[src/rtl/hierarchical_2d_transform_macros.svh]
// Assertion macros for the hierarchical 2D transform block.
// Used by hierarchical_2d_transform.sv; expects clk and rst_n in scope.
`ifndef HIERARCHICAL_2D_TRANSFORM_MACROS_SVH
`define HIERARCHICAL_2D_TRANSFORM_MACROS_SVH

// same-cycle implication
`define HTX_ASSERT_IMP(label, ante, cons, msg) \
    label: assert property (@(posedge clk) disable iff (!rst_n) (ante) |-> (cons)) \
        else $error(msg);

// next-cycle implication
`define HTX_ASSERT_NXT(label, ante, cons, msg) \
    label: assert property (@(posedge clk) disable iff (!rst_n) (ante) |=> (cons)) \
        else $error(msg);

`endif

[src/rtl/htx_pkg.sv]
// Shared types, constants and saturation helper for the 2D transform block.
// No dependencies.
package htx_pkg;

    localparam int MAX_ENTITIES_DEF = 1024;
    localparam int FRAC_BITS_DEF    = 16;

    localparam int Q_W    = 32;            // Q word width
    localparam int OPND_W = 33;            // multiplier operand width
    localparam int PROD_W = 2 * OPND_W;    // full product width
    localparam int VAL_W  = 34;            // post-processed product width
    localparam int SUM_W  = 36;            // writeback sum width
    localparam int Q30_SH = 30;

    // sine polynomial coefficients, Q30
    localparam logic signed [OPND_W-1:0] SIN_A = 33'sd1686629713;
    localparam logic signed [OPND_W-1:0] SIN_B = 33'sd688904866;
    localparam logic signed [OPND_W-1:0] SIN_C = 33'sd76016977;

    typedef enum logic [1:0] {
        M_QMUL,     // round to FRAC_BITS, saturate
        M_Q30,      // truncate 30 fraction bits
        M_RAW,      // saturate plain product
        M_ROUND     // round Q30 sine to FRAC_BITS
    } mode_t;

    function automatic logic signed [Q_W-1:0] sat32(input logic signed [PROD_W-1:0] v);
        logic signed [PROD_W-1:0] vmax;
        logic signed [PROD_W-1:0] vmin;
        vmax = PROD_W'(64'sh0000_0000_7FFF_FFFF);
        vmin = -vmax - PROD_W'(1);
        if (v > vmax)
        begin
            return 32'sh7FFF_FFFF;
        end
        else if (v < vmin)
        begin
            return 32'sh8000_0000;
        end
        return v[Q_W-1:0];
    endfunction

endpackage

[src/rtl/htx_mac.sv]
// Shared multiplier with registered product and Q-format post-processing.
// Depends on htx_pkg.
module htx_mac #(
    parameter int FRAC_BITS = htx_pkg::FRAC_BITS_DEF
) (
    input  logic                              clk,
    input  logic                              issue,
    input  logic signed [htx_pkg::OPND_W-1:0] a,
    input  logic signed [htx_pkg::OPND_W-1:0] b,
    input  htx_pkg::mode_t                    mode,
    output logic signed [htx_pkg::VAL_W-1:0]  val
);
    import htx_pkg::*;

    localparam logic signed [PROD_W-1:0] QRND = PROD_W'(1) << (FRAC_BITS - 1);
    localparam logic signed [VAL_W-1:0]  SRND = VAL_W'(1) << (29 - FRAC_BITS);

    logic signed [PROD_W-1:0] prod_reg;
    logic signed [OPND_W-1:0] a_reg;
    mode_t                    mode_reg;
    logic signed [PROD_W-1:0] qsum;
    logic signed [VAL_W-1:0]  rsum;

    always_ff @(posedge clk)
    begin
        if (issue)
        begin
            prod_reg <= a * b;
            a_reg    <= a;
            mode_reg <= mode;
        end
    end

    always_comb
    begin
        qsum = prod_reg + QRND;
        rsum = VAL_W'(a_reg) + SRND;
        case (mode_reg)
            M_QMUL:  val = VAL_W'(sat32(qsum >>> FRAC_BITS));
            M_Q30:   val = VAL_W'(prod_reg >>> Q30_SH);
            M_RAW:   val = VAL_W'(sat32(prod_reg));
            M_ROUND: val = rsum >>> (Q30_SH - FRAC_BITS);
            default: val = '0;
        endcase
    end

endmodule

[config.mk]
export PLATFORM = sky130hd
export DESIGN_NAME = htx_mac
export DESIGN_NICKNAME = d
export VERILOG_FILES = /design/src/rtl/hierarchical_2d_transform_macros.svh /design/src/rtl/htx_pkg.sv /design/src/rtl/htx_mac.sv
export SDC_FILE = /design/constraint.sdc
export NUM_CORES = 2
export LEC_CHECK = 0
export BUFFER_PORTS_ARGS = -buffer_cell sky130_fd_sc_hd__buf_4
export CAP_MARGIN = 20
export CORE_UTILIZATION = 60
export CTS_BUF_LIST = sky130_fd_sc_hd__clkbuf_8 sky130_fd_sc_hd__clkbuf_16
export DETAILED_ROUTE_END_ITERATION = 12
export PLACE_DENSITY = 0.77
export SLEW_MARGIN = 20
export SYNTH_ARGS = -nofsm -noshare
export SYNTH_HDL_FRONTEND = slang
export SYNTH_SLANG_ARGS = --single-unit
export TNS_END_PERCENT = 100
[constraint.sdc]
create_clock -name clk -period 24.9 [get_ports clk]
set_clock_uncertainty 0.1 [all_clocks]
set_input_delay 4.98 -clock clk [delete_from_list [all_inputs] [get_ports clk]]
set_output_delay 4.98 -clock clk [all_outputs]
set_load 0.02 [all_outputs]
==> out/qor.txt <==
Bufs and invs on worst path - 6
port bufs - 103
Initial Utilization - 60.8%
antenna violation net count after detailed routing - 0
top cell type's share of synthesized area - 51.6%
Die Span X - 274 um
Synth Cell Area - 0.0444 mm^2
Stages on worst setup path - 25
cts hold-fix bufs - 0
largest area contributor in the netlist - fa_1
Mapped Nets - 6225
CTS Buf Count - 9
Final period util - 53.7%
post-DP HPWL - 90900 um
total die area - 0.0751 mm^2
clock-pin slew on the worst setup and hold paths - 0.07 ns
synth unique cells - 75
GR Util All Layers - 32.0%
failing checks - DRC
most frequent CP cell - fa_1
Synth Warn # - 0
Final setup viols - 0
Max Slew Vio Count - 0
H-tree depth - 3
Syn Inst Count - 4791
CP max stage cell - fa_1
worst slew pin tran - 0.809 ns
Primary FF master, synth - edfxtp_1
setup bufs post-CTS - 0
data arrival time of the critical path - 13.39 ns
wire per inst - 20.2 um
DRC - 26
clk sinks - 88
sequential area share after synthesis - 5.95%
max frequency - 0.0748 GHz
max reg flops - 66
GRT overflow - 0
initial DRC count - 2413
kind of cell adding the most delay to the critical path - adder cells
WHS Path Cells - 1
vias in the first global route - 34600
minimum clock period - 13.37 ns
CTS max path bufs - 2
layout cells sized above 1 - 3.17%
unrepaired setup endpoints after global routing - no
worst min path class - in -> reg
max incr delay on CP - 0.72 ns
Async SR Flop Fraction - 0%
die height - 274 um
number of synthesized register bits - 88
WHS Endpoint - mode_reg[0]$_DFFE_PP_
EDFF count, synth - 88
area added between synthesis and finish - 3.08%
largest net degree at the start of global routing - 89
Placer Congestion - 0.940
CP required - 24.91 ns
max_cap viols - 0
Top Ports - 104
core area - 0.0731 mm^2
Worst setup SP type - input pin
Root Driver - clkbuf_16
syn_area_per_cell - 9.27 um^2
post-route setup TNS - 0 ns
hold path startpoint - mode[0]
TritonCTS clock tree - done
initial antenna violation count - 3
DRT Pass-1 Iters - 10
final hold slack - 4.70 ns
Total Wirelength - 114000 um
max_slew headroom - 46.1%
synth top area cells - fa_1, inv_1, and2_1
Post-CTS Resized - 0
global-route wire length before repair - 186000 um
fillcell total - 6052
Crit. End Element - register
Via Count - 32200
# nets final - 6098
status - complete, but fails checks
Crit Path Max Fanout - 34
final hold violation count - 0
number of cell rows - 99
Vias per Instance - 5.72
Setup Crit Path Kind - in -> reg
## stage by stage
stage | std cells | setup WS, ns | util (%) | cell area, um^2
final | 5631 | 11.53 | 62.6 | 45800
after global routing | 5628 | 11.05 | 62.6 | 45800
after CTS | 5628 | 11.56 | 62.6 | 45800
after detailed placement | 5612 | 11.22 | 62.2 | 45500
after global placement | 5612 | 11.33 | 62.2 | 45500
after floorplan | 4791 | 11.62 | - | 44400
## cell usage after synthesis, types with 10 or more instances
cell	number
o21ai_0	80
nor4_1	11
o31a_1	17
o21ai_1	24
nand3_1	48
fa_1	1145
o21a_1	12
nand4_1	28
xnor2_1	70
nor2b_1	30
nand2b_1	18
nor2_1	102
edfxtp_1	88
clkbuf_1	235
o221ai_1	11
nand2_1	588
xor2_1	51
and3_1	18
ha_1	219
inv_1	1144
o211ai_1	10
nor3_1	31
a21oi_1	81
a21o_1	34
and2_1	558
## metal layers
layer / global-route usage (%) / vias up / wire length (um)
met5: 0 / - / 0
met4: 10.7 / 0 / 4290
met3: 4.62 / 282 / 8730
met2: 54.2 / 1421 / 56600
met1: 42.2 / 16700 / 44200
li1: - / 13800 / -
## area by class of cell
type                            instances  area [um^2]  share of cell area, %
Clock inverter                          7         81.3                  0.178
Sequential cell                        88         2640                   5.77
Inverter                             1145         4300                   9.39
Antenna cell                            3         7.51                 0.0164
Multi-Input combinational cell       3309        36500                   79.7
Tap cell                              959         1200                   2.62
Timing Repair Buffer                  111          837                   1.83
Clock buffer                            9          225                  0.492
## worst max path at each step
| stage | from | endpoint | slack [ns] |
|---|---|---|---|
| after CTS | a[32] | prod_reg[58]$_DFFE_PP_ | 11.56 |
| after floorplan | a[32] | prod_reg[58]$_DFFE_PP_ | 11.62 |
| after global routing | a[32] | prod_reg[58]$_DFFE_PP_ | 11.05 |
| after detailed placement | a[32] | prod_reg[58]$_DFFE_PP_ | 11.22 |
| after global placement | a[32] | prod_reg[58]$_DFFE_PP_ | 11.33 |
| final | a[32] | prod_reg[58]$_DFFE_PP_ | 11.53 |
## kinds of logic after synthesis
group | after synthesis | share of synthesized area, %
simple gates | 1476 | 16.9
flops | 88 | 5.95
mux | 6 | 0.135
buf+inv | 1394 | 11.9
compound gates | 342 | 4.95
xor+xnor | 121 | 2.39
fa+ha+maj | 1364 | 57.8
## layout by cell type (no fill, tap or decap), types with 6 or more instances in the layout
master / instances
nor4_1: 11
a211oi_1: 6
xnor2_1: 70
a221oi_1: 7
xor2_1: 51
fa_1: 1144
nor2_1: 102
o21a_1: 12
ha_1: 219
and2_1: 558
a31oi_1: 8
o21ai_1: 24
nand3_1: 48
o21ai_0: 80
clkbuf_16: 9
a21o_1: 34
o221ai_1: 11
o31a_1: 17
and3_1: 18
nor3_1: 31
nand2b_1: 18
inv_1: 1144
nand4_1: 28
nand2_1: 588
a21oi_1: 81
o21bai_1: 7
buf_4: 110
o211ai_1: 10
edfxtp_1: 88
or2_2: 8
nor2b_1: 30
mux2i_1: 6
Power is left out: the tool's default activity adds up to more than one toggle a clock period on the data nets, which glitch-free logic cannot reach.
